**config.mk**
```make
export PLATFORM = sky130hd
export DESIGN_NAME = imu_fifo_gyro_accel_pairer
export DESIGN_NICKNAME = d
export VERILOG_FILES = /design/src/rtl/ifgap_pkg.sv /design/src/rtl/imu_fifo_gyro_accel_pairer.sv /design/src/rtl/ifgap_cfg.sv /design/src/rtl/ifgap_store.sv
export VERILOG_INCLUDE_DIRS = /design/src /design/src/rtl
export SDC_FILE = /design/constraint.sdc
export NUM_CORES = 1
export LEC_CHECK = 0
export BUFFER_PORTS_ARGS = -buffer_cell sky130_fd_sc_hd__buf_2
export CORE_AREA = 3 3 243 245
export CTS_BUF_LIST = sky130_fd_sc_hd__clkbuf_16
export DETAILED_ROUTE_END_ITERATION = 10
export DIE_AREA = 0 0 246 248
export PLACE_DENSITY = 0.92
export SLEW_MARGIN = 20
export SYNTH_ARGS = -nofsm -noshare
export SYNTH_HDL_FRONTEND = slang
export SYNTH_SLANG_ARGS = --single-unit
export TNS_END_PERCENT = 10
```
**constraint.sdc**
```tcl
create_clock -name clk -period 26.6 [get_ports clk]
set_input_delay 7.98 -clock clk [delete_from_list [all_inputs] [get_ports clk]]
set_output_delay 7.98 -clock clk [all_outputs]
set_load 0.05 [all_outputs]
```
**src/rtl/imu_fifo_gyro_accel_pairer_defines.svh**
```systemverilog
// Assertion macros shared by the pairer RTL files.
// Depends on nothing; included by the modules that carry assertions.
`ifndef IMU_FIFO_GYRO_ACCEL_PAIRER_DEFINES_SVH
`define IMU_FIFO_GYRO_ACCEL_PAIRER_DEFINES_SVH

// The consequent must hold in the cycle after the antecedent.
`define IFGAP_ASSERT_NEXT(label, clk, rst, ante, cons, msg) \
  label: assert property (@(posedge clk) disable iff (rst) (ante) |=> (cons)) \
    else $error(msg);

// The consequent must hold in the same cycle as the antecedent.
`define IFGAP_ASSERT_SAME(label, clk, rst, ante, cons, msg) \
  label: assert property (@(posedge clk) disable iff (rst) (ante) |-> (cons)) \
    else $error(msg);

`endif

```
**src/rtl/ifgap_pkg.sv**
```systemverilog
// Types and constants of the gyro and accelerometer pairer.
// Depends on nothing; imported by every module of the block.
`default_nettype none
package ifgap_pkg;

  typedef enum logic [1:0] {
    OP_FIFO_WORD = 2'd0,
    OP_STATUS    = 2'd1,
    OP_DIAG      = 2'd2,
    OP_RESTART   = 2'd3
  } ifgap_op_t;

  localparam int TAG_LSB = 3;
  localparam int TAG_W = 5;
  localparam int PADDR_W = 3;
  localparam logic REG_GYRO_TAG = 1'b0;
  localparam logic REG_ACCEL_TAG = 1'b1;
  localparam logic [TAG_W-1:0] GYRO_TAG_RESET = 5'd1;
  localparam logic [TAG_W-1:0] ACCEL_TAG_RESET = 5'd2;
  localparam logic KIND_SAMPLE = 1'b0;
  localparam logic KIND_DIAG = 1'b1;

  typedef struct packed {
    ifgap_op_t          opcode;
    logic [1:0]         channel;
    logic [7:0]         tag_byte;
    logic signed [15:0] axis_x;
    logic signed [15:0] axis_y;
    logic signed [15:0] axis_z;
    logic               overrun_bit;
  } ifgap_in_t;

  typedef struct packed {
    logic               result_kind;
    logic signed [15:0] gyro_x;
    logic signed [15:0] gyro_y;
    logic signed [15:0] gyro_z;
    logic signed [15:0] accel_x;
    logic signed [15:0] accel_y;
    logic signed [15:0] accel_z;
    logic               stale_gyro;
    logic [31:0]        reuse_total;
    logic [31:0]        unknown_total;
    logic               overrun_seen;
  } ifgap_out_t;

  typedef struct packed {
    logic signed [15:0] x;
    logic signed [15:0] y;
    logic signed [15:0] z;
  } ifgap_gyro_t;

  typedef struct packed {
    logic [31:0] reuse;
    logic [31:0] unknown;
    logic        overrun;
  } ifgap_diag_t;

  typedef struct packed {
    logic [TAG_W-1:0] gyro_tag;
    logic [TAG_W-1:0] accel_tag;
  } ifgap_cfg_t;

  typedef struct packed {
    logic        gyro_en;
    logic        diag_en;
    ifgap_gyro_t gyro;
    ifgap_diag_t diag;
  } ifgap_wr_t;

endpackage
`default_nettype wire

```
**src/rtl/imu_fifo_gyro_accel_pairer.sv**
```systemverilog
// Top level of the gyro and accelerometer pairer: two-stage read-modify-write pipeline
// over the state memories. Depends on ifgap_pkg, ifgap_cfg, ifgap_store and the defines.
//
//   channel   direction  handshake                  payload
//   item      in         item_valid / item_stall    ifgap_in_t
//   result    out        result_valid / result_stall ifgap_out_t
//   config    in         psel / penable / pwrite    paddr, pwdata, prdata
//
// One item per cycle is accepted while item_stall is low. Diagnostic reads and paired
// accelerometer words yield a result: first-stage memory read, then the result register.
// Counter entries are marked empty by flip-flops at reset.
// A stalled result holds both stages; items stall in the same cycle only if the first stage is also full.
`default_nettype none
module imu_fifo_gyro_accel_pairer #(
  parameter int CHANNELS = 4
) (
  input  wire logic                          clk,
  input  wire logic                          rst,
  input  wire logic                          item_valid,
  output logic                               item_stall,
  input  wire ifgap_pkg::ifgap_in_t          item,
  output logic                               result_valid,
  input  wire logic                          result_stall,
  output ifgap_pkg::ifgap_out_t              result,
  input  wire logic                          psel,
  input  wire logic                          penable,
  input  wire logic                          pwrite,
  input  wire logic [ifgap_pkg::PADDR_W-1:0] paddr,
  input  wire logic [31:0]                   pwdata,
  output logic [31:0]                        prdata,
  output logic                               pready
);
  import ifgap_pkg::*;
  `include "imu_fifo_gyro_accel_pairer_defines.svh"

  localparam int IDX_W = (CHANNELS > 1) ? $clog2(CHANNELS) : 1;

  ifgap_cfg_t cfg;
  ifgap_gyro_t gyro_q;
  ifgap_diag_t diag_q;
  ifgap_wr_t wr;
  logic accept;
  logic item_ok;
  logic [IDX_W-1:0] item_addr;
  logic s1_valid;
  logic s1_ok;
  logic [IDX_W-1:0] s1_addr;
  ifgap_in_t s1_item;
  logic s1_go;
  logic [TAG_W-1:0] s1_tag;
  logic [CHANNELS-1:0] present;
  logic [CHANNELS-1:0] fresh;
  logic present_next;
  logic fresh_next;
  logic res_en;
  ifgap_out_t res;

  ifgap_cfg u_cfg (
    .clk     (clk),
    .rst     (rst),
    .psel    (psel),
    .penable (penable),
    .pwrite  (pwrite),
    .paddr   (paddr),
    .pwdata  (pwdata),
    .prdata  (prdata),
    .pready  (pready),
    .cfg     (cfg)
  );

  ifgap_store #(.CHANNELS(CHANNELS)) u_store (
    .clk     (clk),
    .rst     (rst),
    .rd_en   (accept && item_ok),
    .rd_addr (item_addr),
    .wr      (wr),
    .wr_addr (s1_addr),
    .gyro_q  (gyro_q),
    .diag_q  (diag_q)
  );

  assign item_stall = s1_valid && result_valid && result_stall;
  assign accept = item_valid && !item_stall;
  assign item_ok = 32'(item.channel) < CHANNELS;
  assign item_addr = IDX_W'(item.channel);
  assign s1_go = s1_valid && !(result_valid && result_stall);
  assign s1_tag = s1_item.tag_byte[TAG_LSB +: TAG_W];

  always_ff @(posedge clk) begin
    if (accept) begin
      s1_item <= item;
      s1_ok <= item_ok;
      s1_addr <= item_addr;
    end
  end

  always_ff @(posedge clk) begin
    if (rst) begin
      s1_valid <= 1'b0;
    end else if (accept) begin
      s1_valid <= 1'b1;
    end else if (s1_go) begin
      s1_valid <= 1'b0;
    end
  end

  always_comb begin
    wr = '0;
    res = '0;
    res_en = 1'b0;
    present_next = s1_ok ? present[s1_addr] : 1'b0;
    fresh_next = s1_ok ? fresh[s1_addr] : 1'b0;
    unique case (s1_item.opcode)
      OP_DIAG: begin
        res_en = 1'b1;
        res.result_kind = KIND_DIAG;
        if (s1_ok) begin
          res.reuse_total = diag_q.reuse;
          res.unknown_total = diag_q.unknown;
          res.overrun_seen = diag_q.overrun;
          wr.diag_en = 1'b1;
        end
      end
      OP_STATUS: begin
        if (s1_ok && s1_item.overrun_bit) begin
          wr.diag_en = 1'b1;
          wr.diag = diag_q;
          wr.diag.overrun = 1'b1;
        end
      end
      OP_RESTART: begin
        present_next = 1'b0;
        fresh_next = 1'b0;
      end
      OP_FIFO_WORD: begin
        if (s1_ok) begin
          if (s1_tag == cfg.gyro_tag) begin
            wr.gyro_en = 1'b1;
            wr.gyro.x = s1_item.axis_x;
            wr.gyro.y = s1_item.axis_y;
            wr.gyro.z = s1_item.axis_z;
            present_next = 1'b1;
            fresh_next = 1'b1;
          end else if (s1_tag == cfg.accel_tag) begin
            if (present[s1_addr]) begin
              res_en = 1'b1;
              res.result_kind = KIND_SAMPLE;
              res.gyro_x = gyro_q.x;
              res.gyro_y = gyro_q.y;
              res.gyro_z = gyro_q.z;
              res.accel_x = s1_item.axis_x;
              res.accel_y = s1_item.axis_y;
              res.accel_z = s1_item.axis_z;
              res.stale_gyro = !fresh[s1_addr];
              fresh_next = 1'b0;
              if (!fresh[s1_addr]) begin
                wr.diag_en = 1'b1;
                wr.diag = diag_q;
                wr.diag.reuse = diag_q.reuse + 32'd1;
              end
            end
          end else begin
            wr.diag_en = 1'b1;
            wr.diag = diag_q;
            wr.diag.unknown = diag_q.unknown + 32'd1;
          end
        end
      end
      default: ;
    endcase
    wr.gyro_en = wr.gyro_en && s1_go;
    wr.diag_en = wr.diag_en && s1_go;
  end

  always_ff @(posedge clk) begin
    if (rst) begin
      present <= '0;
      fresh <= '0;
    end else if (s1_go && s1_ok) begin
      present[s1_addr] <= present_next;
      fresh[s1_addr] <= fresh_next;
    end
  end

  always_ff @(posedge clk) begin
    if (s1_go && res_en) begin
      result <= res;
    end
  end

  always_ff @(posedge clk) begin
    if (rst) begin
      result_valid <= 1'b0;
    end else if (s1_go && res_en) begin
      result_valid <= 1'b1;
    end else if (!result_stall) begin
      result_valid <= 1'b0;
    end
  end

  `IFGAP_ASSERT_NEXT(a_gyro_marks, clk, rst,
    s1_go && s1_ok && (s1_item.opcode == OP_FIFO_WORD) && (s1_tag == cfg.gyro_tag),
    present[$past(s1_addr)] && fresh[$past(s1_addr)], "Gyro word did not mark the channel.")
  `IFGAP_ASSERT_NEXT(a_sample_unfresh, clk, rst,
    s1_go && s1_ok && res_en && (res.result_kind == KIND_SAMPLE),
    !fresh[$past(s1_addr)], "Paired gyro is still marked fresh.")
  `IFGAP_ASSERT_NEXT(a_restart_clears, clk, rst,
    s1_go && s1_ok && (s1_item.opcode == OP_RESTART),
    !present[$past(s1_addr)] && !fresh[$past(s1_addr)], "Restart left pairing state set.")

endmodule
`default_nettype wire

```
**src/rtl/ifgap_cfg.sv**
```systemverilog
// APB-style register file holding the gyro and accelerometer tag codes.
// Depends on ifgap_pkg.
`default_nettype none
module ifgap_cfg (
  input  wire logic                          clk,
  input  wire logic                          rst,
  input  wire logic                          psel,
  input  wire logic                          penable,
  input  wire logic                          pwrite,
  input  wire logic [ifgap_pkg::PADDR_W-1:0] paddr,
  input  wire logic [31:0]                   pwdata,
  output logic [31:0]                        prdata,
  output logic                               pready,
  output ifgap_pkg::ifgap_cfg_t              cfg
);
  import ifgap_pkg::*;

  logic wr_en;

  assign wr_en = psel && penable && pwrite;
  assign pready = 1'b1;

  always_ff @(posedge clk) begin
    if (rst) begin
      cfg.gyro_tag <= GYRO_TAG_RESET;
      cfg.accel_tag <= ACCEL_TAG_RESET;
    end else if (wr_en) begin
      unique case (paddr[2])
        REG_GYRO_TAG:  cfg.gyro_tag <= pwdata[TAG_W-1:0];
        REG_ACCEL_TAG: cfg.accel_tag <= pwdata[TAG_W-1:0];
        default: ;
      endcase
    end
  end

  always_comb begin
    unique case (paddr[2])
      REG_GYRO_TAG:  prdata = 32'(cfg.gyro_tag);
      REG_ACCEL_TAG: prdata = 32'(cfg.accel_tag);
      default:       prdata = '0;
    endcase
  end

endmodule
`default_nettype wire

```
**src/rtl/ifgap_store.sv**
```systemverilog
// Per-channel state memories (pending gyro, counters and overrun latch) with registered
// reads and write forwarding. Depends on ifgap_pkg and the defines.
`default_nettype none
module ifgap_store #(
  parameter int CHANNELS = 4,
  localparam int IDX_W = (CHANNELS > 1) ? $clog2(CHANNELS) : 1
) (
  input  wire logic                   clk,
  input  wire logic                   rst,
  input  wire logic                   rd_en,
  input  wire logic [IDX_W-1:0]       rd_addr,
  input  wire ifgap_pkg::ifgap_wr_t   wr,
  input  wire logic [IDX_W-1:0]       wr_addr,
  output ifgap_pkg::ifgap_gyro_t      gyro_q,
  output ifgap_pkg::ifgap_diag_t      diag_q
);
  import ifgap_pkg::*;
  `include "imu_fifo_gyro_accel_pairer_defines.svh"

  ifgap_gyro_t gyro_mem [CHANNELS];
  ifgap_diag_t diag_mem [CHANNELS];
  logic [CHANNELS-1:0] diag_ok;
  ifgap_gyro_t gyro_rd;
  ifgap_diag_t diag_rd;
  logic diag_ok_rd;
  logic gyro_hit;
  logic diag_hit;
  ifgap_gyro_t fwd_gyro;
  ifgap_diag_t fwd_diag;

  always_ff @(posedge clk) begin
    if (wr.gyro_en) begin
      gyro_mem[wr_addr] <= wr.gyro;
    end
    if (wr.diag_en) begin
      diag_mem[wr_addr] <= wr.diag;
    end
    if (rd_en) begin
      gyro_rd <= gyro_mem[rd_addr];
      diag_rd <= diag_mem[rd_addr];
      fwd_gyro <= wr.gyro;
      fwd_diag <= wr.diag;
    end
  end

  // A counter entry that was never written since reset reads as zero.
  always_ff @(posedge clk) begin
    if (rst) begin
      diag_ok <= '0;
      diag_ok_rd <= 1'b0;
      gyro_hit <= 1'b0;
      diag_hit <= 1'b0;
    end else begin
      if (wr.diag_en) begin
        diag_ok[wr_addr] <= 1'b1;
      end
      if (rd_en) begin
        diag_ok_rd <= diag_ok[rd_addr];
        gyro_hit <= wr.gyro_en && (wr_addr == rd_addr);
        diag_hit <= wr.diag_en && (wr_addr == rd_addr);
      end
    end
  end

  assign gyro_q = gyro_hit ? fwd_gyro : gyro_rd;
  assign diag_q = diag_hit ? fwd_diag : (diag_ok_rd ? diag_rd : '0);

  `IFGAP_ASSERT_NEXT(a_gyro_fwd, clk, rst, rd_en && wr.gyro_en && (wr_addr == rd_addr),
    gyro_q == $past(wr.gyro), "Gyro write was not forwarded to a colliding read.")
  `IFGAP_ASSERT_NEXT(a_diag_fwd, clk, rst, rd_en && wr.diag_en && (wr_addr == rd_addr),
    diag_q == $past(wr.diag), "Counter write was not forwarded to a colliding read.")
  `IFGAP_ASSERT_NEXT(a_diag_ok, clk, rst, wr.diag_en,
    diag_ok[$past(wr_addr)], "Written counter entry is not marked valid.")

endmodule
`default_nettype wire
```
## After elaboration in Yosys (flattened, before gate mapping)

Memories as Yosys holds them, arrays and structs flattened. A register that Yosys moved wholly into a read port is not among the register bits.
Cells that the tools add are included.

- Reductions and logical operators: 21
- Bitwise logic cells: 5
- $lt $le $gt $ge: 3
- Add/subtract/negate cells: 2
- Multiplexer cells: 49
- Equal/unequal tests: 7

Operators by type and width:

| cell | count |
|---|---|
| 65-bit two-way mux | 7 |
| 48-bit two-way mux | 3 |
| 65-bit case mux with 2 select lines | 1 |
| 32-bit by 1-bit adder with 32-bit output, second input constant | 2 |
| 32-bit case mux with 2 select lines | 1 |
| 1-bit two-way mux | 26 |
| 1-bit logical AND | 13 |
| 5-bit == test | 2 |
| 4-bit bitwise mux | 2 |
| 1-bit case mux with 2 select lines | 4 |
| 1-bit binary-select mux with 2-bit select | 3 |
| 2-bit by 3-bit < comparator with 1-bit output, second input constant | 2 |
| 2-bit == test, second input constant | 2 |
| 1-bit NOT | 4 |
| 4-bit OR | 1 |
| 2-bit AND reduction | 2 |
| 4-bit OR reduction | 1 |
| 1-bit logical NOT | 3 |
| 1-bit case mux with 3 select lines | 1 |
| 1-bit demux with 2-bit select | 1 |
| 2-bit by 1-bit == test with 1-bit output, second input constant | 1 |
| 2-bit == test | 1 |
| 2-bit by 1-bit >= comparator with 1-bit output, second input constant | 1 |
| 2-bit logical NOT | 1 |
| 2 further kinds | 2 |

- Memory bits (writable): 452
- Memories kept: 2
- Word-level logic and storage cells: 123
- Input bits: 103
- Register bits: 364
- Output and inout port bits: 198

Memories:

| name | words | bits a word | read ports | clocked after Yosys merged registers in | wr ports | RTL line | text |
|---|---|---|---|---|---|---|---|
| u_store.diag_mem | 4 | 65 | 1 | 1 | 1 | ifgap_store.sv:21 | `ifgap_diag_t diag_mem [CHANNELS];` |
| u_store.gyro_mem | 4 | 48 | 1 | 1 | 1 | ifgap_store.sv:20 | `ifgap_gyro_t gyro_mem [CHANNELS];` |

## Depth between registers and ports, before layout

- Word-level depth: 10
- Mapped depth: 17
- Gate-level depth less buffers: 11

## By module

Synthesis repeated with hierarchy kept, for this count alone.

- Cells, all modules: 1,963
- Area, all modules: 36,258.5 um^2

By module, submodules not included:

| module | seq. area each (um^2) | cells each | instances | area each (um^2) |
|---|---|---|---|---|
| ifgap_store | 20,499.7 | 985 | 1 | 24,634.9 |
| imu_fifo_gyro_accel_pairer | 6,836.6 | 900 | 1 | 10,900.5 |
| ifgap_cfg | 200.2 | 78 | 1 | 723.2 |

## Worst setup path after synthesis

Ideal clock, no wire load.

- Path kind: input -> output
- Start point: input paddr[2] (netlist name)
- End point: output prdata[0]
- Buffers on the path: 1
- Arrival time: 8.682 ns
- Data required time: 18.620 ns
- Setup slack: 9.938 ns
- Stages on the path: 2
- Path through: clkbuf_1 -> mux2_2

- Word-level cells in the longest chain between the ends: 2

Ends and longest elaborated chain:

| what | RTL line | text |
|---|---|---|
| from (decl) | imu_fifo_gyro_accel_pairer.sv:28 | `input wire logic [ifgap_pkg::PADDR_W-1:0] paddr,` |
| 1-bit NOT | ifgap_cfg.sv:37 | `unique case (paddr[2])` |
| 32-bit case mux with 2 select lines * | ifgap_cfg.sv:37 |  |
| to (decl) | imu_fifo_gyro_accel_pairer.sv:30 | `output logic [31:0] prdata,` |

Every way passes the cells marked *; elsewhere a longest branch is shown, timed or not. The select of a mux whose other input is x is not followed.

## Worst setup path in the final report

- Start point: input paddr[2] (netlist name)
- End point: output prdata[2]

Same word-level chain as after synthesis.

==> run summary <==
After clock tree synthesis, the repair step resized 0 gates. The worst slew margin relative to its limit is 0.260. The register area share after synthesis is 0.754.

The first-pass GRT wire length is about 120000 um. The required time of the worst setup path came out at between 15 and 20 ns. The effective utilization at floorplan is 0.636.

Measured on the finished design, the core utilization comes to 0.720. TritonCTS built the clock tree. The kind of capture point of the worst setup path is a primary output. After detailed routing, the total wire length is just over 80000 um.

The hold-fix buffer count after cts came out at 0. Subtracting the final worst setup slack from the clock period gives 16.68 ns. The total via count after detailed routing is roughly 21k. The highest clock frequency the design can meet is 0.0600 GHz. The clock slew at the register clock pins of the worst setup and hold paths is 0.05 ns. After synthesis, the cell types taking the most area are edfxtp_1 (74%), mux4_2 (7.2%), and2_1 (2.3%). The startpoint identified for the worst register-to-register timing path is u_store.diag_hit. The worst setup path is of the input port to primary output kind. The mean area per synthesized cell is 17.5 um^2. The total clock buffers created by CTS is 88. Walking the worst path, the cells encountered are buf_2 -> mux2_2 -> buf_2. Once detailed placement completed, the half-perimeter wirelength came to 45400 um. In the routed design, unresolved DRC markers number 0. The number of H-tree levels came out at 3. Across the VDD grid, the largest voltage drop is ~0.048 mV. The routed wire length per instance came out at 26.0 um. The residual overflow from global routing is 0. The number of cells on the worst reg-to-reg path is 11. The final period utilization is 0.627.

CTS placed an instance of clkbuf_16 at the clock tree root. The worst setup path is launched from an input port. The setup slack of the most critical reg-to-reg path is 21.92 ns. The height of the die came out at 248 um. The min-delay analysis places its worst path in the category flop to flop.

Setup repair after global routing left no endpoint under its margin. The global routing usage summed across all routing layers came out at 0.271. The last weighted congestion value of the routability-driven placer came out at between 0.9 and 1.

The count of synthesis-stage warnings from yosys came out at 0. The cell leakage power came out at 13.8 nW. The first-pass detailed-route iteration total is 7.

The number of buffer cells added on primary ports came out at 240. The library cells used most frequently in the layout, excluding fill and tap cells, are edfxtp_1 (899), buf_2 (238), and2_1 (128). The clock sink count came out at 926. Setup violations remaining at the end of the flow were counted as 0. The share of flip-flops with an asynchronous set or reset is 0. The cell count of the worst hold path is 2. The clock network latency to the later pin of the worst-skew pair is approximately 0.65 ns. Synthesis produced 2086 cells.

The number of enable-type register cells in the synthesized netlist is 899. The transition time of the tightest slew-check pin came out at between 1 and 1.5 ns. The slowest stage cell on the critical path is mux2_2.

The library cell used most frequently in the layout, excluding fill and tap cells, is edfxtp_1. Entering global routing, the biggest net connects 163 pins. The area of the die came out at ~61000 um^2. In this run the remaining antenna-violating nets after routing total 0.

The via count of the first global-routing pass came out at 21.6k. The count of pins over their slew limit is 0. The deepest clock path buffer count came out at 3. The number of cell rows is 88. The cell area after synthesis came out at 36500 um^2. Synthesis instantiated 71 different standard cells from the library. The biggest area contributor in the post-synthesis netlist is edfxtp_1.

The number of endpoints with negative hold slack in the final report is 0. From synthesis to final layout, the design area changed by 13.2%. The number of storage elements in the synthesis netlist came out at slightly above 900. The initial antenna violation count came out at 2. The worst hold slack is 0.454 ns. In this run the worst path has a maximum fanout of 7. The worst register-to-register path ends at u_store.diag_mem[0][63]. The post-CTS setup buffer count came out at 0. The number of maximum-capacitance constraint violations is 0. The core footprint is 57400 um^2. The run finished with clean final reports. The setup total negative slack is 0 ns.

For hold timing, the worst endpoint is u_store.diag_ok_rd. The worst clock skew is between 0.02 and 0.03 ns. The library cell appearing most often on the critical path is buf_2. The startpoint identified for the worst hold timing path is u_store.diag_ok_rd. The die extent in x came out at between 200 and 250 um. The number of top-level pins is 301. For this run, the leading register cell type out of synthesis is edfxtp_1. The share of cells above drive strength 1 is 0.228. The number of DRC violations after detailed-routing iteration 0 is 2730. The power density normalized to cell area is 72.7 nW/um^2. The number of nets in the layout came out at 2443.

Dividing the detail-routed via count by the number of cells gives ~6.5. The delay contributed by the slowest stage of the critical path is 0.34 ns. The worst endpoint data arrival time came out at 8.70 ns. The proportion of netlist area held by the largest area contributor is 0.740.
[Yosys cell counts, drive strengths merged (4+ instances only)]
| master | n |
|---|---|
| o22ai | 30 |
| nand2 | 95 |
| o211ai | 7 |
| and3 | 11 |
| nand4b | 25 |
| nor2 | 115 |
| a21oi | 48 |
| and4 | 5 |
| or3 | 4 |
| a22o | 14 |
| xnor2 | 22 |
| nand2b | 10 |
| dfxtp | 27 |
| xor2 | 13 |
| a22oi | 41 |
| o21a | 8 |
| clkbuf | 61 |
| inv | 17 |
| nor3 | 20 |
| mux2 | 5 |
| a211oi | 5 |
| a31oi | 6 |
| nand3b | 11 |
| o21ai | 35 |
| nand3 | 42 |
| ha | 5 |
| mux2i | 60 |
| edfxtp | 899 |
| o31ai | 5 |
| nand4 | 18 |
| and2 | 132 |
| nor4 | 8 |
| mux4 | 116 |
| nor2b | 46 |
| buf | 76 |
[through the flow]
stage          instance area (um^2)  power [mW]  worst slack, ns  std cells
6_report                      41300        3.00             9.92       3176
4_1_cts                       41300        3.01             9.92       3175
2_1_floorplan                 36600        1.74             9.94       2112
5_1_grt                       41300        3.07             9.90       3176
3_3_place_gp                  38400        1.76             9.93       3010
3_5_place_dp                  38400        1.76             9.92       3010
[how the worst max path moves through the flow]
stage                     startpoint        end  slack, ns  depth (start not counted)
after floorplan             paddr[2]  prdata[0]       9.94                          2
after global placement      paddr[2]  prdata[4]       9.93                          3
after detailed placement    paddr[2]  prdata[4]       9.92                          3
after CTS                   paddr[2]  prdata[4]       9.92                          3
after global routing        paddr[2]  prdata[2]       9.90                          3
final                       paddr[2]  prdata[2]       9.92                          3
[power by group]
part	internal (mW)	total [mW]	leakage, nW	switching (mW)
clock network	0.729	1.27	1.48	0.541
logic	0.0286	0.0996	3.76	0.0710
registers	1.62	1.63	8.56	0.0152
total	2.38	3.00	13.8	0.627
[sequential cells by signal, summed over array words and instances, names as in the netlist]
name                count
u_store.gyro_mem      192
u_store.fwd_diag       65
u_cfg.cfg              10
result                163
u_store.gyro_rd        48
u_store.diag_ok         4
s1_valid                1
u_store.diag_hit        1
u_store.gyro_hit        1
u_store.diag_ok_rd      1
s1_item                56
present                 4
u_store.diag_rd        65
fresh                   4
result_valid            1
u_store.diag_mem      260
s1_addr                 2
u_store.fwd_gyro       48
[routing by layer]
metal  vias to the layer above  GRT usage  wire (um)
met2                      1429      0.454      42600
met3                       322     0.0496       7330
met4                         2      0.139       3740
met5                         -          0         13
met1                     10300      0.344      29000
li1                       8634          -          -
[cell type report]
class / instances / area [um^2]
sequential: 926 / 27500
fill: 3125 / 16100
multi-input combinational: 1032 / 8360
clock buffer: 89 / 2230
timing repair buffer: 270 / 1440
tap: 765 / 957
clock inverter: 76 / 703
inverter: 17 / 76.3
antenna: 1 / 2.50
[critical path: cells and delay by family]
| family | cells | cell delay, ns |
|---|---|---|
| muxes | 1 | 0.34 |
| buffers and inverters | 2 | 0.38 |
[kinds of logic (layout without fill, tap and decap cells)]
kind of cell             count (synthesis)  count (layout)  share of synthesized area
multiplexers                           181             181                     0.0896
other                                    2              29                   0.000206
AND/OR/NAND/NOR                        554             554                     0.0823
AO/OA/AOI/OAI                          229             229                     0.0426
XOR/XNOR                                35              35                    0.00840
adder cells (fa/ha/maj)                  5               5                    0.00171
buffers and inverters                  154             452                     0.0207
flip-flops                             926             926                      0.754
(Power assumes the default switching activity.)
